===== config.mk =====
export PLATFORM = sky130hd
export DESIGN_NAME = mtc_queue
export DESIGN_NICKNAME = d
export VERILOG_FILES = /design/src/hdl/mtc_pkg.sv /design/src/hdl/mtc_queue.sv
export SDC_FILE = /design/constraint.sdc
export NUM_CORES = 1
export LEC_CHECK = 0
export BUFFER_PORTS_ARGS = -buffer_cell sky130_fd_sc_hd__buf_2
export CORE_UTILIZATION = 52
export CTS_CLUSTER_DIAMETER = 80
export DETAILED_ROUTE_END_ITERATION = 8
export PLACE_DENSITY = 0.9
export SKIP_CTS_REPAIR_TIMING = 1
export SYNTH_ARGS = -nofsm -noshare
export SYNTH_HDL_FRONTEND = slang
export SYNTH_SLANG_ARGS = --single-unit

===== constraint.sdc =====
create_clock -name clock -period 11.1 [get_ports clock]
set_input_delay 1.11 -clock clock [delete_from_list [all_inputs] [get_ports clock]]
set_output_delay 1.11 -clock clock [all_outputs]
set_load 0.01 [all_outputs]

===== src/hdl/mtc_pkg.sv =====
// Shared types and constants of the media type classifier.
package mtc_pkg;

   // Only the first STORE_DEPTH characters can ever take part in a comparison:
   // the longest string looked for is "application/x-font-woff2".
   localparam int STORE_DEPTH = 24;
   localparam int STORE_IDX_W = 5;

   // Snapshot length: 0..STORE_DEPTH exact, LEN_OVER for anything longer.
   localparam int LEN_W = 5;
   localparam logic [LEN_W-1:0] LEN_OVER = LEN_W'(STORE_DEPTH + 1);

   localparam int QUEUE_DEPTH = 2;
   localparam int QPTR_W      = $clog2(QUEUE_DEPTH);
   localparam int QCNT_W      = $clog2(QUEUE_DEPTH + 1);

   localparam int CODE_W = 6;
   localparam logic [CODE_W-1:0] CODE_EMPTY      = 6'd0;
   localparam logic [CODE_W-1:0] CODE_UNKNOWN    = 6'd1;
   localparam int                CODE_TABLE_BASE = 2;
   localparam logic [CODE_W-1:0] CODE_TEXT_ANY   = 6'd2;
   localparam logic [CODE_W-1:0] CODE_JAVASCRIPT = 6'd7;
   localparam logic [CODE_W-1:0] CODE_IMAGE_ANY  = 6'd9;
   localparam logic [CODE_W-1:0] CODE_AUDIO_ANY  = 6'd18;
   localparam logic [CODE_W-1:0] CODE_VIDEO_ANY  = 6'd24;
   localparam logic [CODE_W-1:0] CODE_FONT_ANY   = 6'd30;
   localparam logic [CODE_W-1:0] CODE_FONT_TTF   = 6'd31;
   localparam logic [CODE_W-1:0] CODE_FONT_WOFF  = 6'd32;
   localparam logic [CODE_W-1:0] CODE_FONT_WOFF2 = 6'd33;
   localparam logic [CODE_W-1:0] CODE_APP_ANY    = 6'd34;
   localparam logic [CODE_W-1:0] CODE_APP_XML    = 6'd38;
   localparam logic [CODE_W-1:0] CODE_MAX        = 6'd40;

   typedef logic [7:0] char_type;

   // One finished base, handed from the front end to the classifier.
   typedef struct packed {
      logic                         too_long;
      logic [LEN_W-1:0]             len;
      char_type [STORE_DEPTH-1:0]   chars;
   } snap_type;

   // Queue handshake between the two halves.
   typedef struct packed {
      logic push;
      logic full;
      logic pop;
      logic empty;
   } qctl_type;

endpackage


===== src/hdl/mtc_queue.sv =====
// Short register queue of finished bases between front end and classifier.
module mtc_queue (
   input  logic              clock,
   input  logic              reset,
   input  logic              push,
   input  mtc_pkg::snap_type push_data,
   input  logic              pop,
   output mtc_pkg::snap_type pop_data,
   output logic              full,
   output logic              empty
);
   import mtc_pkg::*;

   snap_type          entry_ff [QUEUE_DEPTH];
   logic [QPTR_W-1:0] wr_ff, wr_in;
   logic [QPTR_W-1:0] rd_ff, rd_in;
   logic [QCNT_W-1:0] cnt_ff, cnt_in;

   assign full     = (cnt_ff == QCNT_W'(QUEUE_DEPTH));
   assign empty    = (cnt_ff == '0);
   assign pop_data = entry_ff[rd_ff];

   always_comb begin
      wr_in  = push ? QPTR_W'(wr_ff + 1'b1) : wr_ff;
      rd_in  = pop  ? QPTR_W'(rd_ff + 1'b1) : rd_ff;
      cnt_in = cnt_ff;
      unique case ({push, pop})
         2'b10:   cnt_in = cnt_ff + 1'b1;
         2'b01:   cnt_in = cnt_ff - 1'b1;
         default: cnt_in = cnt_ff;
      endcase
   end

   always_ff @(posedge clock) begin
      if (push) begin
         entry_ff[wr_ff] <= push_data;
      end
      if (reset) begin
         wr_ff  <= '0;
         rd_ff  <= '0;
         cnt_ff <= '0;
      end else begin
         wr_ff  <= wr_in;
         rd_ff  <= rd_in;
         cnt_ff <= cnt_in;
      end
   end

endmodule


# Yosys cells after proc, flatten, opt, wreduce, memory -nomap -nowiden
# Memories as Yosys holds them, arrays and structs flattened. A register that Yosys moved wholly into a read port is not among the register bits.
# Cells that the tools add are included.
# word_totals
ff_bits	4
latchBits	0
mem_bits_rw	396
mem_bits_ro	0
output_inout_bits	200
word_cells	18
n_memories	1
# mem_list
memory	words	word_bits	read_ports	rd_ports_with_merged_regs	wr	line_no	rtl
entry_ff	2	198	1	1	1	mtc_queue.sv:14	snap_type entry_ff [QUEUE_DEPTH];
# op_classes
n_addsub	4
multipliers	0
n_div	0
n_lt_le_gt_ge	0
eq_ne	3
shift	0
n_mux	5
bitwise	0
n_reduce_logical	2
# ops
operator	count
$eq A2 B2 Y1 const B	2
$mux W1	4
$pmux W2 S2	1
$add A1 B1 Y1 const B	2
$add A2 B1 Y2 const B	1
$eq A2 B1 Y1 const B	1
$logic_not A2 Y1	1
$reduce_bool A2 Y1	1
$sub A2 B1 Y2 const B	1

# Logic depth before layout (Yosys ltp)
# Gate-level depths: netlist of the first run.
# logic_depth
word_depth	3
depth_mapped	5

# Least setup slack after synthesis of the first run
# No wires, ideal clock.
# synth_timing
path_type	input-to-reg
from	in push
to	mem entry_ff[0][0] in the netlist's numbering (enable)
arrival_ps	9457
required_time_ps	10335
slack_ps	878
stages	2
path_cell_list	inv_1 nor2_1
# synth_via
elab_chain_cells	2
# synth_rtl
item	line_no	rtl
start: declaration	mtc_queue.sv:5	input logic push,
$mux W1	mtc_queue.sv:35	if (push) begin
$mux W1 (implied by the code)	mtc_queue.sv:36	entry_ff[wr_ff] <= push_data;
end: declaration	mtc_queue.sv:14	
# Every way passes these cells.

==> results_dict.tcl, run 1 <==
set metrics [dict create \
    status "complete, no violations" \
    clk_pin_slew_ps 60 \
    track_usage_pct 19.49 \
    synth.avg_cell_area_um2 23.37 \
    drtIter0Drc 444 \
    drt-wirelength-per-cell_um 20.05 \
    worstSetupPathType "reg2out" \
    io_buffers 401 \
    antenna_left 0 \
    fin_area_um2 18550 \
    fillCellCount 1792 \
    first_pass_iters 4 \
    place_congestion 0.8078 \
    max_cap_viol_count 0 \
    post_dp_cell_area_um2 17250 \
    syn_to_final_growth_pct 24.43 \
    vias 7502 \
    via_per_inst 5.083 \
    worstMarginPinSlew_ps 1119 \
    overflow 0 \
    path_max_fanout 74 \
    ioPinCount 402 \
    cts_sinks 401 \
    cts_tree "yes" \
    grt_pass1_vias 7824 \
    hold_viol_final 0 \
    cts_root_buf "clkbuf_16" \
    synth_area_um2 14910 \
    power_w 0.003493 \
    nets 1270 \
    ys_seq_area_share_pct 80.43 \
    synth-compound-area-share_pct 0.06714 \
    slowest_stage "dfxtp_4" \
    slew_viol_final 0 \
    die_area_um2 29350 \
    min_period_ps 4217 \
    crit_required_ps 9990 \
    arrival_ps 3110 \
    fin_util_pct 66.23 \
    fmax_mhz 237.1 \
    yosys_warnings 0 \
    num_rows 61 \
    drive_above_1_share_pct 60.71 \
    die_h_um 171.3 \
    cp_slowest_stage_delay_ps 980 \
    clk-insertion-delay-late_ps 520 \
    antenna_found_initial 2 \
    initial_utilization_pct 53.23 \
    numCtsBuffers 41 \
    finalCritPeriodShare_pct 37.99 \
    path_buf_inv 2 \
    fp.dieW_um 171.3 \
    syn-num-nets 841 \
    synth_seq_cells 401 \
    p_per_area_nw_per_um2 188.3 \
    hold_class "reg2reg" \
    cp_cell_sequence "buf_4, mux2_2, buf_2" \
    ir_worst_vdd_v 0.0001370 \
    post_synth_inst_count 638 \
    fin_hold_ws_ps 516.5 \
    grt_max_degree 83 \
    grt_pass1_wl_um 42390 \
    place_hpwl_um 19890 \
    cts_buffer_depth 3 \
    synth_fa_ha_area_share_pct 0.08392 \
    crit_path_end_kind "primary output" \
    drt-total-wl_um 29590 \
    yosys.area_share.simple_pct 0.2937 \
    yosys.area_share.xor_xnor_pct 0.2350 \
    fin_setup_tns_ps 0 \
    finalSetupViolCount 0 \
    cp-start-kind "register" \
    relSlewSlack_pct 25.37 \
    synth_top_family_by_area "multiplexers" \
    ys_types 16 \
    leakagePower_nw 7.177 \
    path_delay_family "buffers and inverters" \
    post_synth_mux_area_share_pct 17.50 \
    ctsHtreeMaxLevel 2 \
    core_um2 28010 \
    drc 0 \
    clock_skew_ps 10.17 \
    grt_setup_unrepaired "false" \
]
==> final timing paths <==
check,startpoint,to,slack (ps),cells after the start
setup / recovery,register,pop_data[192],6880,3
hold / removal,cnt_ff[1],cnt_ff[1],520,2
setup reg to reg,wr_ff,entry_ff[0][70],8470,3
hold reg to reg,cnt_ff[1],cnt_ff[1],520,2
==> state kept, by name, indices dropped and copies added (netlist names), named ones only <==
signal	flops
entry_ff	396
cnt_ff	2
rd_ff	1
wr_ff	1
==> power by group <==
group | leakage [nW] | internal, W | switching, W
Sequential | 3.76 | 0.00177 | 0.0000339
Clock | 0.637 | 0.000782 | 0.000527
Combinational | 2.78 | 0.000188 | 0.000191
==> cells by family after synthesis <==
logic type      Yosys count
compound gates            2
mux                     198
xor+xnor                  4
buf+inv                  23
simple gates              9
flops                   401
fa+ha+maj                 1
==> per-stage QoR <==
step,setup slack (ps),std cells
6_report,6883,1476
5_1_grt,6667,1475
4_1_cts,6810,1475
3_5_place_dp,7355,1402
3_3_place_gp,7426,1402
2_1_floorplan,878.3,638
==> layout by cell type (no fill, tap or decap) <==
cell type    n
or3_1        1
dfxtp_4      1
mux2_4     101
dfxtp_1      4
clkinv_2     5
o21ai_0      1
clkbuf_16   43
diode_2      1
and2_4       1
mux2_2      97
bufinv_16    2
buf_4        7
and2b_2      1
nor2_1       5
nor2_4       1
inv_1        1
xnor2_1      3
a21oi_1      1
ha_1         1
clkbuf_1    13
xor2_1       1
buf_2      401
clkbuf_8     4
inv_6        1
clkinv_1     4
edfxtp_1   396
clkinv_4     1
==> synthesized netlist by cell type <==
library cell,instances,area share [%]
or3_1,1,0.042
edfxtp_1,396,80
mux2_4,101,10
and2_1,1,0.042
a21oi_1,1,0.034
mux2_2,97,7.3
inv_1,1,0.025
buf_2,7,0.23
and2b_2,1,0.059
nor2_1,6,0.15
buf_6,15,1.1
dfxtp_1,5,0.67
ha_1,1,0.084
o21ai_0,1,0.034
xnor2_1,3,0.18
xor2_1,1,0.059
==> worst register-to-register path: cells and delay by family (launching register included) <==
family | cells | cell delay (ps)
and+or+nand+nor | 1 | 540
buffers and inverters | 2 | 1300
DFF | 1 | 370
==> area by class of cell <==
cell class	count	area (um^2)	area share, %
Timing Repair Buffer	408	2059	11.10
Sequential cell	401	12000	64.66
Clock buffer	60	1180	6.360
Clock inverter	13	117.6	0.6340
Inverter	1	3.754	0.02023
Antenna cell	1	2.502	0.01349
Multi-Input combinational cell	214	2720	14.66
Tap cell	378	473.0	2.549
==> per-layer routing <==
layer | GRT usage, % | vias up | routed length, um
li1 | - | 3400 | -
met1 | 20.54 | 3700 | 10410
met2 | 35.40 | 327 | 15480
met3 | 6.558 | 71 | 2692
met4 | 8.191 | 4 | 986
met5 | 0 | - | 31
No activity file was read; power rests on OpenSTA's default activity.
==> run 2: changes to the inputs <==
--- a/config.mk
+++ b/config.mk
@@ -6,10 +6,10 @@
 export NUM_CORES = 1
 export LEC_CHECK = 0
 export BUFFER_PORTS_ARGS = -buffer_cell sky130_fd_sc_hd__buf_2
-export CORE_UTILIZATION = 52
+export CORE_UTILIZATION = 47
 export CTS_CLUSTER_DIAMETER = 80
 export DETAILED_ROUTE_END_ITERATION = 8
-export PLACE_DENSITY = 0.9
+export PLACE_DENSITY = 0.86
 export SKIP_CTS_REPAIR_TIMING = 1
 export SYNTH_ARGS = -nofsm -noshare
 export SYNTH_HDL_FRONTEND = slang
==> constraint.sdc (replaced) <==
create_clock -name clock -period 3.6 [get_ports clock]
set_input_delay 0.36 -clock clock [delete_from_list [all_inputs] [get_ports clock]]
set_output_delay 0.36 -clock clock [all_outputs]
set_load 0.01 [all_outputs]
==> run 2 against run 1 <==
  * Register-to-register slack got worse by 6700 ps
  * Total power increased to 3.2 times the previous value
  * Count of clock-buffer cells in the layout decreased by 13
  * Wire length increased by 4.3%
  * Flip-flop and latch count unchanged
  * Utilization decreased by 5.2 points
  * Via count increased by 1.6%
  * Clock power increased to 3.3 times the previous value
  * Critical path type unchanged
  * Largest cell class unchanged
  * Highest routed layer unchanged
==> results_dict.tcl, run 2 (same netlist as run 1, synthesis figures left out) <==
set metrics [dict create \
    power_w 0.01106 \
    ir_worst_vdd_v 0.0005774 \
    path_buf_inv 2 \
    post_dp_cell_area_um2 17490 \
    vias 7620 \
    clk_pin_slew_ps 70 \
    p_per_area_nw_per_um2 586.5 \
    mostFrequentLayoutCell "buf_2" \
    hold_viol_final 0 \
    first_pass_iters 4 \
    via_per_inst 5.053 \
    clock_skew_ps 18.13 \
    grt_pass1_wl_um 45300 \
    worstSetupPathType "reg2out" \
    core_um2 30910 \
    track_usage_pct 18.44 \
    path_delay_family "flip-flops" \
    place_hpwl_um 20900 \
    die_area_um2 32440 \
    relSlewSlack_pct 47.03 \
    power_switching_w 0.002354 \
    slowest_stage "dfxtp_4" \
    cp-start-kind "register" \
    fin_hold_ws_ps 28.57 \
    drive_above_1_share_pct 61.34 \
    fmax_mhz 373.0 \
    slew_viol_final 0 \
    fillCellCount 2121 \
    initial_utilization_pct 48.24 \
    clk-insertion-delay-late_ps 510 \
    drtIter0Drc 445 \
    grt_setup_unrepaired "false" \
    finalCritPeriodShare_pct 74.46 \
    nets 1280 \
    drt-total-wl_um 30870 \
    finalSetupViolCount 0 \
    cts_buffer_depth 3 \
    num_rows 64 \
    arrival_ps 2320 \
    syn_to_final_growth_pct 26.54 \
    r2r-start "wr_ff" \
    top_register "entry_ff" \
    multi_input_area_um2 2720 \
    ctsHtreeMaxLevel 2 \
    io_buffers 401 \
    ioPinCount 402 \
    min_from "push_data[32]" \
    antenna_found_initial 7 \
    place_congestion 0.7709 \
    fin_area_um2 18870 \
    die_h_um 180.1 \
    numCtsBuffers 39 \
    leakagePower_nw 7.300 \
    p_clk_share_pct 38.7 \
    overflow 0 \
    max_cap_viol_count 0 \
    internal_power_w 0.008711 \
    cp_slowest_stage_delay_ps 870 \
    regArea_um2 12000 \
    cts_sinks 401 \
    mostFrequentLayoutCells "buf_2, edfxtp_1, mux2_4, mux2_2, clkbuf_16" \
    cts_tree "yes" \
    pwr-share-comb_pct 11.1 \
    min_period_ps 2681 \
    reg_top3 "entry_ff x396, cnt_ff x2" \
    drc 0 \
    crit_required_ps 3240 \
    fp.dieW_um 180.1 \
    grt_max_degree 105 \
    hold_class "in2reg" \
    largest_reg_flops 396 \
    swShare_pct 21.27 \
    fin_setup_tns_ps 0 \
    cp_cell_sequence "buf_4, mux2_4, buf_2" \
    pwr-share-seq_pct 50.2 \
    cts_root_buf "clkbuf_16" \
    path_max_fanout 48 \
    grt_pass1_vias 7927 \
    crit_path_end_kind "primary output" \
    status "complete, no violations" \
    antenna_left 0 \
    worstMarginPinSlew_ps 794.6 \
    drt-wirelength-per-cell_um 20.47 \
]
run 2: changes by cell type in the layout (fill, tap and decap cells not counted):
cell        previous run  this run
clkbuf_1              13         6
buf_4                  7        10
clkinv_4               1         0
clkbuf_16             43        41
bufinv_16              2         8
buf_12                 0         9
inv_12                 0         1
clkbuf_8               4         0
clkinvlp_4             0         1
inv_1                  1         0
diode_2                1         5
clkinv_1               4         9
run 2: final timing paths:
| path | slack (ps) | depth (start not counted) | end |
|---|---|---|---|
| max | 920 | 3 | pop_data[122] |
| min | 30 | 1 | entry_ff[0][32] |
| max reg2reg | 1740 | 2 | entry_ff[1][112] |
| min reg2reg | 510 | 2 | cnt_ff[1] |
run 2: final cells by class:
type / count / area share, %
Clock buffer: 47 / 5.558
Inverter: 1 / 0.08622
Multi-Input combinational cell: 214 / 14.42
Clock inverter: 24 / 1.671
Timing Repair Buffer: 420 / 11.99
Antenna cell: 5 / 0.06632
Sequential cell: 401 / 63.58
Tap cell: 396 / 2.626
run 2: per-layer routing:
layer  wire, um  track usage, %  vias up
li1           -               -     3440
met1      11480           20.74     3753
met2      16020           33.18      365
met3       2600           5.800       56
met4        732           6.085        6
met5         34               0        -
run 2: worst reg2reg max path, stage by stage (launching register included):
cell and delay, ps:
dfxtp_1 410, and2_4 670, buf_4 430
run 2: power groups by stage:
| stage | Clock, W | Combinational, W | Sequential, W |
|---|---|---|---|
| 3_5_place_dp | 0 | 0.00123 | 0.00565 |
| 3_3_place_gp | 0 | 0.00121 | 0.00563 |
| 2_1_floorplan | 0 | 0.000738 | 0.00562 |
| 5_1_grt | 0.00454 | 0.00131 | 0.00557 |
| 4_1_cts | 0.00436 | 0.00124 | 0.00555 |
| 6_report | 0.00429 | 0.00123 | 0.00555 |
run 2: metrics by stage:
step,setup WS [ps],utilization [%],instances
3_3_place_gp,1433,56.58,1432
4_1_cts,867.7,60.99,1503
2_1_floorplan,-117.4,-,638
5_1_grt,808.5,61.03,1507
6_report,919.3,61.03,1508
3_5_place_dp,1434,56.58,1432
==> run 3: changes to the inputs <==
--- a/config.mk
+++ b/config.mk
@@ -5,11 +5,12 @@
 export SDC_FILE = /design/constraint.sdc
 export NUM_CORES = 1
 export LEC_CHECK = 0
+export ABC_AREA = 1
 export BUFFER_PORTS_ARGS = -buffer_cell sky130_fd_sc_hd__buf_2
-export CORE_UTILIZATION = 47
+export CORE_UTILIZATION = 52
 export CTS_CLUSTER_DIAMETER = 80
 export DETAILED_ROUTE_END_ITERATION = 8
-export PLACE_DENSITY = 0.86
+export PLACE_DENSITY = 0.9
 export SKIP_CTS_REPAIR_TIMING = 1
 export SYNTH_ARGS = -nofsm -noshare
 export SYNTH_HDL_FRONTEND = slang
==> constraint.sdc (replaced) <==
create_clock -name clock -period 2.8 [get_ports clock]
set_input_delay 0.28 -clock clock [delete_from_list [all_inputs] [get_ports clock]]
set_output_delay 0.28 -clock clock [all_outputs]
set_load 0.01 [all_outputs]
==> run 3 against run 2 <==
  * Sequential share of layout area decreased by 5.0 points
  * Die area shrank 9.4%
  * Clock skew is 7.4 ps lower
  * Count of clock-buffer cells in the layout is 3 higher
  * Largest cell class unchanged
  * First-iteration DRC count grew 34%
  * Critical path type unchanged
  * Cell area is 8.5% higher
==> results_dict.tcl, run 3 <==
set metrics [dict create \
    max_cap_viol_count 0 \
    post_synth_inst_count 649 \
    num_rows 61 \
    synth_top_area_share_pct 79.65 \
    whs_endpoint "entry_ff[1][124]" \
    cp-start-kind "register" \
    syn-num-nets 852 \
    antenna_cells 0 \
    ys.flop_type "edfxtp_1" \
    arrival_ps 2100 \
    drc 0 \
    vias 8641 \
    die_h_um 171.4 \
    mostFrequentLayoutCell "buf_2" \
    hold_class "in2reg" \
    cts_root_buf "clkbuf_16" \
    leakagePower_nw 7.958 \
    drtIter0Drc 596 \
    worstMarginPinSlew_ps 673.1 \
    clk-insertion-delay-late_ps 510 \
    fmax_mhz 419.4 \
    netlist_top_cells_count "edfxtp_1, mux2_4, mux2_2" \
    mostFrequentLayoutCells "buf_2, edfxtp_1, dlygate4sd3_1, mux2_4, mux2_2" \
    multi_input_area_um2 2718 \
    cp_slowest_stage_delay_ps 560 \
    ioPinCount 402 \
    min_period_ps 2384 \
    antenna_left 0 \
    r2r-start "wr_ff" \
    hold_viol_final 0 \
    place_congestion 0.7661 \
    largest_reg_flops 396 \
    clock_skew_ps 10.74 \
    cts_sinks 401 \
    worstSetupPathType "reg2out" \
    ctsHtreeMaxLevel 2 \
    top_layer "met4" \
    yosysMostFrequentCell "edfxtp_1" \
    first_pass_iters 5 \
    fp.dieW_um 171.4 \
    cts_buffer_depth 3 \
    wl_met1_um 12860 \
    synth_top_area_cell "edfxtp_1" \
    path_max_fanout 66 \
    slowest_stage "dfxtp_4" \
    cp_cell_sequence "buf_12, mux2_4, buf_2" \
    grt_pass1_vias 7545 \
    clk_pin_slew_ps 60 \
    power_w 0.01354 \
    grt_pass1_wl_um 41720 \
    reg_top3 "entry_ff x396, cnt_ff x2" \
    drt-wirelength-per-cell_um 21.64 \
    track_usage_pct 19.21 \
    core_um2 28010 \
    met2_length_um 19440 \
    min_from "push_data[124]" \
    top_register "entry_ff" \
    grt_setup_unrepaired "false" \
    crit_path_end_kind "primary output" \
    postLayoutSetupSlackWorst_ps 415.5 \
    fillCellCount 1506 \
    status "complete, no violations" \
    numCtsBuffers 40 \
    r2r-end "entry_ff[1][101]" \
    syn_to_final_growth_pct 37.05 \
    grt_max_degree 112 \
    synth_edf_count 396 \
    antenna_found_initial 0 \
    slew_viol_final 0 \
    synthTopCellsByArea "edfxtp_1, mux2_4, mux2_2" \
    reg2reg_setup_slack_ps 1340 \
    initial_utilization_pct 53.30 \
    die_area_um2 29390 \
    regArea_um2 12000 \
    place_hpwl_um 20360 \
    cts_tree "yes" \
    dr_wl_met3_um 2893 \
    drive_above_1_share_pct 50.85 \
    overflow 0 \
    p_per_area_nw_per_um2 661.8 \
    io_buffers 401 \
    ys_seq_area_share_pct 80.32 \
    post-place-ws_ps 975.9 \
    crit_required_ps 2520 \
    rr_worst_depth 3 \
    ir_worst_vdd_v 0.0006328 \
    finalSetupViolCount 0 \
    async_flop_share_pct 0 \
    min_path_cells 1 \
    relSlewSlack_pct 55.13 \
    yosys_warnings 0 \
    synth_seq_cells 401 \
    drt-total-wl_um 36260 \
    synth.avg_cell_area_um2 23.00 \
    nets 1479 \
    synth_area_um2 14930 \
    ys_types 15 \
    via_per_inst 5.156 \
    finalCritPeriodShare_pct 85.16 \
]
run 3: changes by cell type in the layout (fill, tap and decap cells not counted), moves of 4 or more:
cell / delta
dlygate4sd3_1: +196
bufinv_16: -8
buf_4: -6
diode_2: -5
inv_1: +5
nand2_1: +4
nor2_1: +4
run 3: logic make-up (layout without fill, tap and decap cells):
kind of cell / count (synthesis) / in the layout / synth area share [%]
and+or+nand+nor: 17 / 17 / 0.4526
buffers and inverters: 29 / 678 / 1.542
muxes: 198 / 198 / 17.47
DFF: 401 / 401 / 80.32
AOI/OAI and AO/OA: 2 / 2 / 0.06698
adders and majority gates: 1 / 1 / 0.08379
xor gates and xnor gates: 1 / 1 / 0.05868
run 3: area by class of cell:
class	instances	share of cell area, %
tap	378	2.312
timing repair buffer	607	20.13
clock inverter	14	0.3058
multi-input combinational	219	13.28
inverter	7	0.1590
sequential	401	58.63
clock buffer	50	5.179
run 3: worst max path at each step:
stage / endpoint / slack [ps] / depth (start not counted)
after floorplan: entry_ff[1][0] / -950 / 2
after global placement: pop_data[196] / 1000 / 3
after detailed placement: pop_data[151] / 980 / 3
after CTS: pop_data[151] / 420 / 3
after global routing: pop_data[151] / 360 / 3
final: pop_data[151] / 420 / 3
run 3: metrics by stage:
step / instance area (um^2) / setup TNS, ps / hold slack [ps] / util (%) / cells
finish: 20460 / 0 / 18.68 / 73.05 / 1676
global route: 20460 / 0 / -11.04 / 73.05 / 1676
CTS: 18500 / 0 / -63.93 / 66.04 / 1480
detailed placement: 17380 / 0 / 471.1 / 62.04 / 1416
global placement: 17380 / 0 / 467.1 / 62.04 / 1416
floorplan: 14950 / -357730 / 351.8 / - / 649
run 3: routing by layer:
metal / vias up / global-route usage [%]
met5: - / 0
met4: 0 / 6.755
met1: 4286 / 20.86
li1: 3824 / -
met2: 456 / 34.57
met3: 75 / 6.696
run 3: worst max-delay path, delay by kind of cell, from the launching register on:
kind / cells / cell delay (ps)
DFF: 1 / 560
muxes: 1 / 360
buffers and inverters: 2 / 570
run 3: report_power, final:
part / leakage [nW] / internal [W] / switching [W]
sequential: 3.76 / 0.00696 / 0.000111
combinational: 3.66 / 0.000900 / 0.000835
clock: 0.540 / 0.00265 / 0.00208
total: 7.96 / 0.0105 / 0.00303
