[src/hdl/mtc_pkg.sv]
// Shared types and constants of the media type classifier.
package mtc_pkg;

   // Only the first STORE_DEPTH characters can ever take part in a comparison:
   // the longest string looked for is "application/x-font-woff2".
   localparam int STORE_DEPTH = 24;
   localparam int STORE_IDX_W = 5;

   // Snapshot length: 0..STORE_DEPTH exact, LEN_OVER for anything longer.
   localparam int LEN_W = 5;
   localparam logic [LEN_W-1:0] LEN_OVER = LEN_W'(STORE_DEPTH + 1);

   localparam int QUEUE_DEPTH = 2;
   localparam int QPTR_W      = $clog2(QUEUE_DEPTH);
   localparam int QCNT_W      = $clog2(QUEUE_DEPTH + 1);

   localparam int CODE_W = 6;
   localparam logic [CODE_W-1:0] CODE_EMPTY      = 6'd0;
   localparam logic [CODE_W-1:0] CODE_UNKNOWN    = 6'd1;
   localparam int                CODE_TABLE_BASE = 2;
   localparam logic [CODE_W-1:0] CODE_TEXT_ANY   = 6'd2;
   localparam logic [CODE_W-1:0] CODE_JAVASCRIPT = 6'd7;
   localparam logic [CODE_W-1:0] CODE_IMAGE_ANY  = 6'd9;
   localparam logic [CODE_W-1:0] CODE_AUDIO_ANY  = 6'd18;
   localparam logic [CODE_W-1:0] CODE_VIDEO_ANY  = 6'd24;
   localparam logic [CODE_W-1:0] CODE_FONT_ANY   = 6'd30;
   localparam logic [CODE_W-1:0] CODE_FONT_TTF   = 6'd31;
   localparam logic [CODE_W-1:0] CODE_FONT_WOFF  = 6'd32;
   localparam logic [CODE_W-1:0] CODE_FONT_WOFF2 = 6'd33;
   localparam logic [CODE_W-1:0] CODE_APP_ANY    = 6'd34;
   localparam logic [CODE_W-1:0] CODE_APP_XML    = 6'd38;
   localparam logic [CODE_W-1:0] CODE_MAX        = 6'd40;

   typedef logic [7:0] char_type;

   // One finished base, handed from the front end to the classifier.
   typedef struct packed {
      logic                         too_long;
      logic [LEN_W-1:0]             len;
      char_type [STORE_DEPTH-1:0]   chars;
   } snap_type;

   // Queue handshake between the two halves.
   typedef struct packed {
      logic push;
      logic full;
      logic pop;
      logic empty;
   } qctl_type;

endpackage

[src/hdl/mtc_front.sv]
// Front end: takes characters, folds case, tracks the trimmed base length.
module mtc_front #(
   parameter int MAX_LEN = 32
) (
   input  logic              clock,
   input  logic              reset,
   input  logic              req_valid,
   output logic              req_stall,
   input  logic              req_has_char,
   input  logic [7:0]        req_in_char,
   input  logic              req_last,
   input  logic              q_full,
   output logic              q_push,
   output mtc_pkg::snap_type q_data
);
   import mtc_pkg::*;

   localparam int BW = $clog2(MAX_LEN + 1);
   localparam char_type CHAR_SEMI  = 8'h3B;
   localparam char_type CHAR_SPACE = 8'h20;
   localparam char_type CHAR_TAB   = 8'h09;
   localparam char_type CHAR_UP_A  = 8'h41;
   localparam char_type CHAR_UP_Z  = 8'h5A;
   localparam char_type CASE_BIT   = 8'h20;

   logic [BW-1:0]              raw_ff, raw_in;
   logic [BW-1:0]              base_ff, base_in;
   logic                       long_ff, long_in;
   logic                       semi_ff, semi_in;
   char_type [STORE_DEPTH-1:0] chars_ff, chars_in;

   logic     accept;
   logic     blank;
   char_type folded;

   assign req_stall = q_full;
   assign accept    = req_valid && !req_stall;
   assign q_push    = accept && req_last;

   assign blank  = (req_in_char == CHAR_SPACE) || (req_in_char == CHAR_TAB);
   assign folded = (req_in_char >= CHAR_UP_A && req_in_char <= CHAR_UP_Z) ?
                   (req_in_char | CASE_BIT) : req_in_char;

   always_comb begin
      raw_in   = raw_ff;
      base_in  = base_ff;
      long_in  = long_ff;
      semi_in  = semi_ff;
      chars_in = chars_ff;
      if (accept && req_has_char && !semi_ff) begin
         if (req_in_char == CHAR_SEMI) begin
            semi_in = 1'b1;
         end else if (raw_ff < BW'(MAX_LEN)) begin
            if (raw_ff < BW'(STORE_DEPTH)) begin
               chars_in[raw_ff[STORE_IDX_W-1:0]] = folded;
            end
            raw_in = raw_ff + 1'b1;
            if (!blank) begin
               base_in = raw_ff + 1'b1;
            end
         end else if (!blank) begin
            long_in = 1'b1;
         end
      end
   end

   // snapshot includes the character of the closing word
   always_comb begin
      q_data.chars    = chars_in;
      q_data.too_long = long_in;
      q_data.len      = (base_in > BW'(STORE_DEPTH)) ? LEN_OVER : LEN_W'(base_in);
   end

   always_ff @(posedge clock) begin
      chars_ff <= chars_in;
      if (reset || q_push) begin
         raw_ff  <= '0;
         base_ff <= '0;
         long_ff <= 1'b0;
         semi_ff <= 1'b0;
      end else begin
         raw_ff  <= raw_in;
         base_ff <= base_in;
         long_ff <= long_in;
         semi_ff <= semi_in;
      end
   end

endmodule

[config.mk]
export PLATFORM = sky130hd
export DESIGN_NAME = mtc_front
export DESIGN_NICKNAME = d
export VERILOG_FILES = /design/src/hdl/mtc_pkg.sv /design/src/hdl/mtc_front.sv
export SDC_FILE = /design/constraint.sdc
export NUM_CORES = 1
export LEC_CHECK = 0
export BUFFER_PORTS_ARGS = -buffer_cell sky130_fd_sc_hd__buf_2
export CORE_MARGIN = 4
export CORE_UTILIZATION = 40
export DETAILED_ROUTE_END_ITERATION = 6
export GPL_ROUTABILITY_DRIVEN = 0
export PLACE_DENSITY_LB_ADDON = 0.15
export SLEW_MARGIN = 25
export SYNTH_ARGS = -nofsm -noshare
export SYNTH_HDL_FRONTEND = slang
export SYNTH_SLANG_ARGS = --single-unit
[constraint.sdc]
create_clock -name clock -period 2.57 [get_ports clock]
set_input_delay 0.257 -clock clock [delete_from_list [all_inputs] [get_ports clock]]
set_output_delay 0.257 -clock clock [all_outputs]
set_load 0.03 [all_outputs]
# Word-level counts from Yosys, hierarchy flattened
# Index checks and enable logic that the tools add are counted.
dict set report word_totals {
  latch_bits 0
  wordCells 69
  output_inout_bits 200
  n_memories 0
  romBits 0
  mem_bits_rw 0
  ff_bits 206
  in_bits 14
}
dict set report op_classes {
  n_div 0
  reduce_logical 12
  bitwise_logic 1
  n_lt_le_gt_ge 7
  mux 17
  shift 0
  add_sub_neg 1
  multipliers 0
  eq_ne 3
}
# cell count
set ops {}
lappend ops {{$mux W192} 4}
lappend ops {{$bwmux W192} 1}
lappend ops {{$demux W8 S5} 1}
lappend ops {{$mux W6} 5}
lappend ops {{$eq A8 B6 Y1 const B} 2}
lappend ops {{$eq A8 B4 Y1 const B} 1}
lappend ops {{$ge A8 B7 Y1 const B} 1}
lappend ops {{$le A8 B7 Y1 const B} 1}
lappend ops {{$mux W8} 1}
lappend ops {{$add A6 B1 Y6 const B} 1}
lappend ops {{$gt A6 B5 Y1 const B} 1}
lappend ops {{$logic_and A1 B1 Y1} 6}
lappend ops {{$lt A5 B6 Y1 const B} 1}
lappend ops {{$lt A6 B5 Y1 const B} 1}
lappend ops {{$lt A6 B6 Y1 const B} 1}
lappend ops {{$ge A5 B1 Y1 const B} 1}
lappend ops {{$mux W5} 1}
lappend ops {{$mux W1} 4}
lappend ops {{$reduce_and A3 Y1} 1}
lappend ops {{$logic_not A1 Y1} 2}
lappend ops {{$logic_or A1 B1 Y1} 2}
lappend ops {{$reduce_and A2 Y1} 1}
lappend ops {{$not A1 Y1} 1}

# Longest topological paths before layout
# Gate-level depths: netlist of run 1.
dict set report depth {
  depth_word 9
  ltp_mapped 7
}

# Worst setup path before layout of run 1
# OpenSTA, ideal clock, no wires.
dict set report synth_timing {
  path_kind {register to output}
  from {register raw_ff[1]}
  to {output port q_data[24] (netlist bit)}
  arrival_time_ns 2.049
  setup_slack_ns 0.264
  required_ns 2.313
  path_buffers 1
  stages_incl_launch_ff 7
  cell_sequence {dfxtp_1 -> ha_1 -> clkbuf_1 -> and2b_1 -> o21ai_4 -> nor3_2 -> mux2_2}
}
# element line_no
set synth_lines {}
lappend synth_lines {{start, declared} mtc_front.sv:26} ;# logic [BW-1:0] raw_ff, raw_in;
lappend synth_lines {{start signal, assigned} mtc_front.sv:82} ;# raw_ff <= raw_in;
lappend synth_lines {{end, declared} mtc_front.sv:14} ;# output mtc_pkg::snap_type q_data

==> summary.md, run 1 <==
| Metric | Value |
|---|---|
| Antenna fix cells | `0` |
| Post-synth net total | `between 500 and 600` |
| CP Data Required Time | `2.31 ns` |
| Distinct cells, synth | `55` |
| Worst setup path endpoint | `q_data[62]` |
| Vias | `~5500` |
| CTS max path bufs | `3` |
| Setup crit end kind | `primary output` |
| Starting Density | `0.412` |
| Register bit total from synthesis | `approximately 200` |
| Final Skew | `about 0.012 ns` |
| Post-Route WL | `about 23000 µm` |
| Yosys warning count | `0` |
| Crit Path Class | `reg2out` |
| Die area | `21000 µm²` |
| Cell taking the most area after synthesis | `dfxtp_1` |
| Worst Path Max Fanout | `10` |
| Final WS setup | `-0.0193 ns` |
| Clock Pin Slew Worst Setup and Hold Paths | `0.06 ns` |
| Detailed Place HPWL | `14400 µm` |
| Max cap viols | `0` |
| Clk Latency, worst-skew pair | `0.51 ns` |
| # nets final | `852` |
| Worst Tran Pin Value | `0.571 ns` |
| Power, Total | `~7.2 mW` |
| TritonCTS clock tree | `done` |
| DR WL/cell | `20.9 µm` |
| Pwr/cell area | `616 nW/µm²` |
| Hold slack | `0.0491 ns` |
| Largest net degree at the start of global routing | `28` |
| Via density | `5.08` |
| Register area share after synthesis | `0.551` |
| Clock Tree Root | `clkbuf_16` |
| Vias in the first global route | `~5600` |
| Placed cell area | `between 8000 and 9000 µm²` |
| Lkg Pwr | `5.22 nW` |
| Core Area | `between 15000 and 20000 µm²` |
| First-pass GRT wire length | `31700 µm` |
| Synth Cell Area | `approximately 7500 µm²` |
| Synth Flop Type | `dfxtp_1` |
| Worst vdd ir | `0.535 mV` |
| Gr ovfl total | `0` |
| Fin cells | `approximately 1100` |
| Main area contributors after synthesis | `dfxtp_1 55%, mux2_2 29%, nor3_2 2.4%` |
| Most frequent cells in the layout | `199 x dfxtp_1, 161 x buf_6, 136 x mux2_4, 56 x mux2_2, 54 x buf_2` |
| Initial antenna violation count | `0` |
| Hold Startpoint | `reset` |
| I/O pin cnt | `214` |
| Fin crit period | `2.59 ns` |
| Peak Freq | `386 MHz` |
| Drt drc | `0` |
| Fraction of layout cells with a size suffix above 1 | `0.659` |
| Pins Over Slew Limit | `0` |
| Commonest non-fill, non-tap cell in the layout | `dfxtp_1` |
| Synth async-reset ratio | `0` |
| Placed cells | `1019` |
| Number of synthesized flops with an enable pin | `0` |
| IO Port Bufs | `213` |
| Worst setup SP type | `flop` |
| Outcome | `finished with violations` |
| Worst reg2reg setup slack | `0.68 ns` |
| CTS buffer count | `23` |
| CTS sink count | `206` |
| Reg2Reg Depth | `6` |
| Fin crit share | `1.01` |
| Mapped Avg Cell Area | `13.0 µm²` |
| Yosys top cell area share | `0.551` |
| CP arrival | `2.33 ns` |
| Row Count | `49` |
| Post-DRT Antenna Nets | `0` |
| Die X | `145 µm` |
| Max_slew headroom | `0.620` |
| Crit path from | `semi_ff$_SDFFE_PP0P_` |
| Final Hold Fails | `0` |
| Cells after Synth | `about 580` |
| Setup slack at placement | `0.157 ns` |
| FF-to-FF End | `chars_ff[12]$_DFF_P_` |
| RSZ-0062 raised after global routing | `yes` |
| Overall Global Routing Usage | `0.192` |
| Final setup fails | `9` |
| TritonRoute pass-1 iters | `4` |
| Area added between synthesis and finish | `56.0%` |
| Post-layout instance area | `11700 µm²` |
| Chip Height | `145 µm` |
| Clock H-tree levels | `1` |
| Failing checks | `negative setup slack` |
| DR iter-0 viols | `161` |
| HP Class | `in2reg` |
| Worst r2r src | `raw_ff[2]$_SDFFE_PP0P_` |
-- synth_stat cells (2+ instances only) --
master and n:
dfxtp_1 206, mux2_2 192, clkbuf_1 22, nor3_2 18, nand2_1 14, a21oi_1 12
nor2_1 12, nand3_1 8, buf_2 7, o21ai_0 6, buf_4 5, nor2b_1 5
ha_1 4, inv_1 4, o211ai_1 4, nand3b_1 3, nor3_1 3, o21ai_2 3
o22ai_1 3, xnor2_1 3, and2_1 2, and3_1 2, clkbuf_2 2, nor3_4 2
o21a_1 2, or3_1 2, xor2_1 2
-- per-stage QoR --
| step | setup TNS (ns) | utilization |
|---|---|---|
| after floorplan | 0 | - |
| after global placement | 0 | 0.493 |
| after detailed placement | 0 | 0.493 |
| after CTS | -1.19 | 0.579 |
| after global routing | -6.10 | 0.643 |
| final | -0.0598 | 0.643 |
-- worst min path at each step --
stage / to / slack [ns] / cells after the start
5_1_grt: semi_ff$_SDFFE_PP0P_ / 0.07 / 3
6_report: semi_ff$_SDFFE_PP0P_ / 0.05 / 3
3_5_place_dp: semi_ff$_SDFFE_PP0P_ / 0.45 / 1
4_1_cts: semi_ff$_SDFFE_PP0P_ / 0.04 / 3
2_1_floorplan: semi_ff$_SDFFE_PP0P_ / 0.43 / 1
3_3_place_gp: semi_ff$_SDFFE_PP0P_ / 0.45 / 1
-- repair_timing --
action / in CTS / in global routing
pin swaps: 9 / 17
cloned: 0 / 2
hold buffers: 0 / 0
setup endpoints to repair: 193 / 192
setup buffers: 5 / 12
resized for setup: 250 / 287
-- area by class of cell --
| type | count | area, µm² |
|---|---|---|
| multi-input cells | 329 | 3920 |
| fillers | 1385 | 6480 |
| inverters | 4 | 20.0 |
| well taps | 229 | 287 |
| clock inverters | 10 | 120 |
| clock buffers | 31 | 656 |
| flip-flops and latches | 206 | 4150 |
| repair buffers | 270 | 2530 |
-- critical path, cell delays in order (launching register included) --
cell      delay, ns
dfxtp_2        0.32
and4bb_4       0.34
nand2_4        0.09
buf_12         0.16
nor3_2         0.21
buf_6          0.17
mux2_2         0.36
buf_4          0.18
-- layer usage --
metal	GRT usage	wire length, µm
met1	0.247	9660
met2	0.325	11100
met3	0.0470	1250
met4	0.0511	503
met5	0	0
-- flip-flops by register name (all words and copies together), names as in the netlist --
register,flops
chars_ff,192
base_ff,6
raw_ff,6
long_ff,1
semi_ff,1
-- cells by family (layout without fill, tap and decap cells) --
logic type / Yosys count / count (layout) / share of synthesized area
mux: 193 / 193 / 0.290
compound gates: 44 / 44 / 0.0438
buf+inv: 41 / 315 / 0.0256
fa+ha+maj: 4 / 4 / 0.00669
xor+xnor: 5 / 5 / 0.00585
flops: 206 / 206 / 0.551
simple gates: 83 / 83 / 0.0764
-- power by group --
| group | internal (mW) | leakage, nW | switching (mW) |
|---|---|---|---|
| Clock | 2.00 | 0.379 | 1.31 |
| Combinational | 0.262 | 3.18 | 0.352 |
| Sequential | 3.25 | 1.67 | 0.0202 |
| Total | 5.51 | 5.22 | 1.68 |
Power figures use the tool's default switching activity.
==> run 2: changes to the inputs <==
--- a/config.mk
+++ b/config.mk
@@ -7,2 +7,3 @@
 export LEC_CHECK = 0
+export ABC_AREA = 1
 export BUFFER_PORTS_ARGS = -buffer_cell sky130_fd_sc_hd__buf_2
==> constraint.sdc (replaced) <==
create_clock -name clock -period 2.57 [get_ports clock]
set_input_delay 0.514 -clock clock [delete_from_list [all_inputs] [get_ports clock]]
set_output_delay 0.514 -clock clock [all_outputs]
set_load 0.03 [all_outputs]
==> run 2 against run 1 <==
The flow still finishes with violations (negative setup slack); largest power group is now registers; clock skew rose by 0.0056 ns; highest routed layer unchanged; global-route usage rose by 3.5 points; critical path type unchanged; maximum frequency fell by 4.3%; via count rose by 28%; non-clock buffer count rose by 56; sequential share of layout area fell by 5.4 points.
==> summary.md, run 2 <==
| Metric | Value |
|---|---|
| Final core utilization | `0.801` |
| Pins Over Slew Limit | `0` |
| Slowest cell on crit path | `dfxtp_4` |
| Cell taking the most area after synthesis | `dfxtp_1` |
| Max cap viols | `0` |
| Lkg Pwr | `5.54 nW` |
| DR WL/cell | `20.6 µm` |
| CP delay by family, top | `buffers and inverters` |
| Initial antenna violation count | `0` |
| Hold Startpoint | `chars_ff[28]$_DFF_P_` |
| Die area | `19600 µm²` |
| Top reg by flops | `chars_ff` |
| Final setup fails | `133` |
| Clock Pin Slew Worst Setup and Hold Paths | `0.06 ns` |
| Post-cts hold buffer count | `0` |
| Clock Tree Root | `clkbuf_16` |
| Cells after Synth | `slightly above 800` |
| Chip Height | `140 µm` |
| Final Hold Fails | `0` |
| HP Class | `reg2reg` |
| Worst reg2reg setup slack | `around 0.81 ns` |
| Row Count | `48` |
| Post-synthesis simple-gate area fraction | `0.171` |
| Post-synth net total | `843` |
| Die X | `140 µm` |
| TritonCTS clock tree | `done` |
| Synth Flop Type | `dfxtp_1` |
| Fin crit period | `approximately 2.7 ns` |
| Clock H-tree levels | `1` |
| Final WS setup | `-0.136 ns` |
| Crit path buffers/inverters | `5` |
| Fillers | `963` |
| First-pass GRT wire length | `36500 µm` |
| Post-DRT Antenna Nets | `0` |
| Clk Latency, worst-skew pair | `0.51 ns` |
| Setup slack at placement | `-0.200 ns` |
| Gr ovfl total | `0` |
| IO Port Bufs | `between 200 and 250` |
| DR iter-0 viols | `302` |
| Area added between synthesis and finish | `96.9%` |
| Max_slew headroom | `0.507` |
| Placed cell area | `8840 µm²` |
| Detailed Place HPWL | `between 10000 and 15000 µm` |
| CTS sink count | `206` |
| Peak Freq | `370 MHz` |
| Register area share after synthesis | `0.590` |
| Worst vdd ir | `0.902 mV` |
| Final Skew | `roughly 0.017 ns` |
| Largest register FFs | `192` |
| Register bit total from synthesis | `206` |
| Worst r2r src | `raw_ff[4]$_SDFFE_PP0P_` |
| Power, Total | `8.94 mW` |
| Via density | `5.12` |
| TritonRoute pass-1 iters | `4` |
| Setup crit end kind | `primary output` |
| Top Registers | `chars_ff (192), base_ff (6), raw_ff (6)` |
| Hold Path Sink | `chars_ff[28]$_DFF_P_` |
| Yosys warning count | `0` |
| Distinct cells, synth | `27` |
| CP Cell Sequence | `a21oi_4 -> nand2_2 -> nor2_2 -> inv_2 -> buf_6 -> nor2_4 -> inv_2 -> buf_12 -> o21ai_4 -> buf_6` |
| Commonest non-fill, non-tap cell in the layout | `dfxtp_1` |
| Synth async-reset ratio | `0` |
| I/O pin cnt | `about 210` |
| Combinational family with the most area after synthesis | `simple AND/OR/NAND/NOR gates` |
| CTS buffer count | `22` |
| Number of synthesized flops with an enable pin | `0` |
| Worst Path Max Fanout | `8` |
| # nets final | `1146` |
| Synth Cell Area | `6990 µm²` |
| Failing checks | `negative setup slack` |
| Mapped Avg Cell Area | `8.47 µm²` |
| Mux share of post-synthesis cell area | `0` |
| Most frequent cells in the layout | `201 x dfxtp_1, 183 x buf_6, 124 x o21ai_4, 95 x nand2_1` |
| CP Data Required Time | `around 2 ns` |
| Vias | `7007` |
| Largest net degree at the start of global routing | `26` |
| Synth Area in Compound Gates | `0.156` |
| Worst setup SP type | `flop` |
| Vias in the first global route | `around 6700` |
| CP arrival | `2.19 ns` |
| Worst Tran Pin Value | `approximately 0.74 ns` |
| RSZ-0062 raised after global routing | `yes` |
| Outcome | `finished with violations` |
| CTS max path bufs | `3` |
| Post-Synth Adder-Cell Area | `0.00716` |
| Top cells by count, synth | `227 x nand2_1, 206 x dfxtp_1, 173 x o21ai_0` |
| Xor/xnor cell area share of the yosys netlist | `0.00251` |
| Fraction of layout cells with a size suffix above 1 | `0.661` |
| Post-Route WL | `roughly 28000 µm` |
| Min-Delay Path Depth | `2` |
| Overall Global Routing Usage | `0.228` |
| Yosys top cell area share | `0.590` |
| Fin crit share | `1.05` |
| Antenna fix cells | `0` |
| CP max stage delay | `0.36 ns` |
| Post-layout instance area | `13800 µm²` |
| Pwr/cell area | `650 nW/µm²` |
| Core Area | `17200 µm²` |
| Top-count cell post-synth | `nand2_1` |
| Reg2Reg Depth | `11` |
| Drt drc | `0` |
| Crit Path Class | `reg2out` |
| Starting Density | `0.407` |
| FF-to-FF End | `chars_ff[183]$_DFF_P_` |
| Main area contributors after synthesis | `dfxtp_1 59%, o21ai_0 12%, nand2_1 12%` |
[run 2: cell type report]
class,count,area [µm²],share of cell area
inverter,59,246,0.0179
clock inverter,8,118,0.00855
clock buffer,31,646,0.0469
multi-input combinational,513,4750,0.346
timing repair buffer,326,3570,0.259
sequential,206,4140,0.301
tap,225,282,0.0205
[run 2: cell families after synthesis]
group / count (synthesis)
buffers and inverters: 107
DFF: 206
adders and majority gates: 4
AOI/OAI and AO/OA: 211
and+or+nand+nor: 295
xor gates and xnor gates: 2
[run 2: per-layer routing]
layer  track usage  up-vias  wire length (µm)
li1              -     3272                 -
met1         0.288     3432             10900
met2         0.387      236             14500
met3        0.0584       67              1760
met4        0.0627        0               887
met5             0        -                 0
[run 2: through the flow]
| stage | instances | setup TNS [ns] | hold WS [ns] |
|---|---|---|---|
| 2_1_floorplan | 825 | -6.74 | 0.430 |
| 3_3_place_gp | 1290 | -9.17 | 0.440 |
| 3_5_place_dp | 1290 | -13.35 | 0.446 |
| 4_1_cts | 1337 | -11.51 | 0.448 |
| 5_1_grt | 1368 | -24.41 | 0.472 |
| 6_report | 1368 | -9.29 | 0.454 |
[run 2: what timing repair did]
item | in CTS | in global routing
hold endpoints to repair | 0 | 0
gates resized for setup | 698 | 337
pin swaps | 7 | 44
setup endpoints to repair | 197 | 197
cloned | 1 | 11
buffers inserted | 7 | 20
[run 2: worst register-to-register path: stages (launching register included)]
cell and delay (ns):
dfxtp_4 0.36, a21oi_4 0.22, nand2_2 0.10, nor2_2 0.14, inv_2 0.07, buf_6 0.13
nor2_4 0.09, inv_4 0.06, clkbuf_16 0.18, nand2_4 0.07, o21ai_4 0.06, buf_4 0.15
[run 2: worst max-delay path by stage]
stage,cells after the start,start,endpoint,slack [ns]
2_1_floorplan,10,q_full,q_data[152],-0.19
3_3_place_gp,13,q_full,q_data[61],-0.15
3_5_place_dp,14,q_full,q_data[149],-0.20
4_1_cts,9,semi_ff$_SDFFE_PP0P_,q_data[98],-0.14
5_1_grt,8,raw_ff[2]$_SDFFE_PP0P_,q_data[188],-0.23
6_report,10,raw_ff[4]$_SDFFE_PP0P_,q_data[48],-0.14
[run 2: power breakdown]
part / internal [mW] / total (mW) / switching (mW) / leakage [nW]
registers: 3.42 / 3.57 / 0.143 / 1.68
logic: 0.836 / 2.03 / 1.19 / 3.49
clock network: 2.05 / 3.34 / 1.29 / 0.375
==> run 3: changes to the inputs <==
TNS_END_PERCENT = 5   (was not set)
==> run 3 against run 2 <==
The run still ends with negative setup slack left; sequential power down 3%; sequential cell count did not move; final cell count down 3.2%; global-route usage shrank 2.3 points; critical endpoint is now q_data[12]; largest power group unchanged; highest routed layer unchanged.
==> summary.md, run 3 (synthesis gave the netlist of run 2 again) <==
| Metric | Value |
|---|---|
| Outcome | `finished with violations` |
| Failing checks | `negative setup slack` |
| Gr ovfl total | `0` |
| Max_slew headroom | `0.650` |
| Largest register FFs | `192` |
| Antenna fix cells | `0` |
| Area added between synthesis and finish | `58.6%` |
| DR WL/cell | `15.8 µm` |
| IO Port Bufs | `213` |
| Via density | `about 4.8` |
| Clock Tree Root | `clkbuf_16` |
| CTS sink count | `206` |
| Core Area | `17200 µm²` |
| Most frequent cells in the layout | `217 x nand2_1, 201 x dfxtp_1, 139 x buf_4, 127 x o21ai_2, 108 x buf_6` |
| Post-layout instance area | `11100 µm²` |
| Post-cts hold buffer count | `0` |
| TritonCTS clock tree | `done` |
| Fraction of layout cells with a size suffix above 1 | `0.468` |
| Drt drc | `0` |
| Pwr/cell area | `748 nW/µm²` |
| Setup slack at placement | `-0.181 ns` |
| I/O pin cnt | `214` |
| Final Skew | `between 0.02 and 0.025 ns` |
| Pins Over Slew Limit | `0` |
| RSZ-0062 raised after global routing | `yes` |
| Fin crit period | `2.69 ns` |
| Top Registers | `chars_ff (192), base_ff (6), raw_ff (6)` |
| Overall Global Routing Usage | `0.205` |
| Vias in the first global route | `6142` |
| Largest net degree at the start of global routing | `26` |
| Starting Density | `0.407` |
| Worst Path Max Fanout | `8` |
| Die area | `a little under 20000 µm²` |
| # nets final | `1103` |
| CTS buffer count | `22` |
| CP Data Required Time | `about 2 ns` |
| Commonest non-fill, non-tap cell in the layout | `nand2_1` |
| Fin crit share | `1.05` |
| HP Class | `reg2reg` |
| Worst vdd ir | `0.637 mV` |
| First-pass GRT wire length | `33000 µm` |
| Placed cell area | `between 8000 and 9000 µm²` |
| Clk Latency, worst-skew pair | `0.51 ns` |
| Chip Height | `approximately 140 µm` |
| Top reg by flops | `chars_ff` |
| Die X | `approximately 140 µm` |
| Clock Pin Slew Worst Setup and Hold Paths | `roughly 0.06 ns` |
| Worst Tran Pin Value | `0.524 ns` |
| Final WS setup | `-0.120 ns` |
| Setup crit end kind | `primary output` |
| CTS max path bufs | `3` |
| Row Count | `48` |
| CP arrival | `2.18 ns` |
| Post-DRT Antenna Nets | `0` |
| Lkg Pwr | `4.81 nW` |
| Final setup fails | `23` |
| Clock H-tree levels | `1` |
| Vias | `approximately 6300` |
| Peak Freq | `~370 MHz` |
| DR iter-0 viols | `206` |
| Final Hold Fails | `0` |
| Detailed Place HPWL | `roughly 13000 µm` |
| Worst setup SP type | `flop` |
| Crit Path Class | `reg2out` |
| TritonRoute pass-1 iters | `4` |
| Max cap viols | `0` |
| Post-Route WL | `20900 µm` |
| Initial antenna violation count | `0` |
==> run 3: changes by cell type in the layout (fill, tap and decap cells not counted), moves of 12 or more <==
cell / previous run / this run
buf_4: 93 / 139
buf_6: 183 / 108
clkbuf_16: 34 / 22
nand2_1: 95 / 217
nand2_2: 93 / 9
nand2_4: 39 / 1
nor2_1: 17 / 32
nor2_4: 17 / 2
o21ai_1: 13 / 65
o21ai_2: 58 / 127
o21ai_4: 124 / 5
==> run 3: metal layers <==
| layer | vias up | share of wire | track usage |
|---|---|---|---|
| met5 | - | 0 | 0 |
| met4 | 0 | 0.022 | 0.0556 |
| met3 | 32 | 0.073 | 0.0591 |
| met2 | 168 | 0.47 | 0.334 |
| met1 | 2930 | 0.43 | 0.268 |
| li1 | 3208 | - | - |
==> run 3: worst paths after layout <==
path	from	to	slack, ns	depth (start not counted)
min reg2reg	chars_ff[99]$_DFF_P_	chars_ff[99]$_DFF_P_	0.45	2
max	raw_ff[4]$_SDFFE_PP0P_	q_data[12]	-0.12	8
min	chars_ff[99]$_DFF_P_	chars_ff[99]$_DFF_P_	0.45	2
max reg2reg	raw_ff[4]$_SDFFE_PP0P_	chars_ff[12]$_DFF_P_	0.87	8
==> run 3: critical path, cell delays in order (launching register included) <==
cell and delay (ns):
dfxtp_4 0.37, a21oi_4 0.21, nand2_2 0.07, nor2_2 0.09
inv_2 0.09, nor2_4 0.15, clkinvlp_4 0.26, o21ai_2 0.26
buf_6 0.16
==> run 3: timing repair <==
item,CTS,global route
gates resized for setup,532,153
setup buffers,3,10
endpoints found under the setup margin,197,197
cloned,1,0
pin swaps,5,21
==> run 3: final cells by class <==
cell class              count  area (µm²)
fillers                  1455        6100
flip-flops and latches    206        4140
multi-input cells         512        3030
repair buffers            283        2650
clock buffers              31         634
well taps                 225         282
inverters                  59         234
clock inverters             7         106
repair inverters            1        7.51
==> run 3: where the power goes <==
part           switching [mW]  internal, mW  total [mW]
Clock                    1.27          1.93        3.20
Combinational           0.985         0.623        1.61
Sequential             0.0620          3.42        3.48
Total                    2.32          5.97        8.29
==> run 3: per-stage QoR <==
| stage | setup TNS (ns) | utilization | total power, mW | hold slack [ns] | cells |
|---|---|---|---|---|---|
| floorplan | -21.30 | - | 4.30 | 0.430 | 825 |
| global placement | -9.39 | 0.502 | 4.68 | 0.441 | 1272 |
| detailed placement | -12.81 | 0.502 | 4.70 | 0.445 | 1272 |
| CTS | -2.77 | 0.611 | 8.21 | 0.448 | 1314 |
| global route | -20.52 | 0.645 | 8.62 | 0.471 | 1324 |
| finish | -1.17 | 0.645 | 8.29 | 0.448 | 1324 |
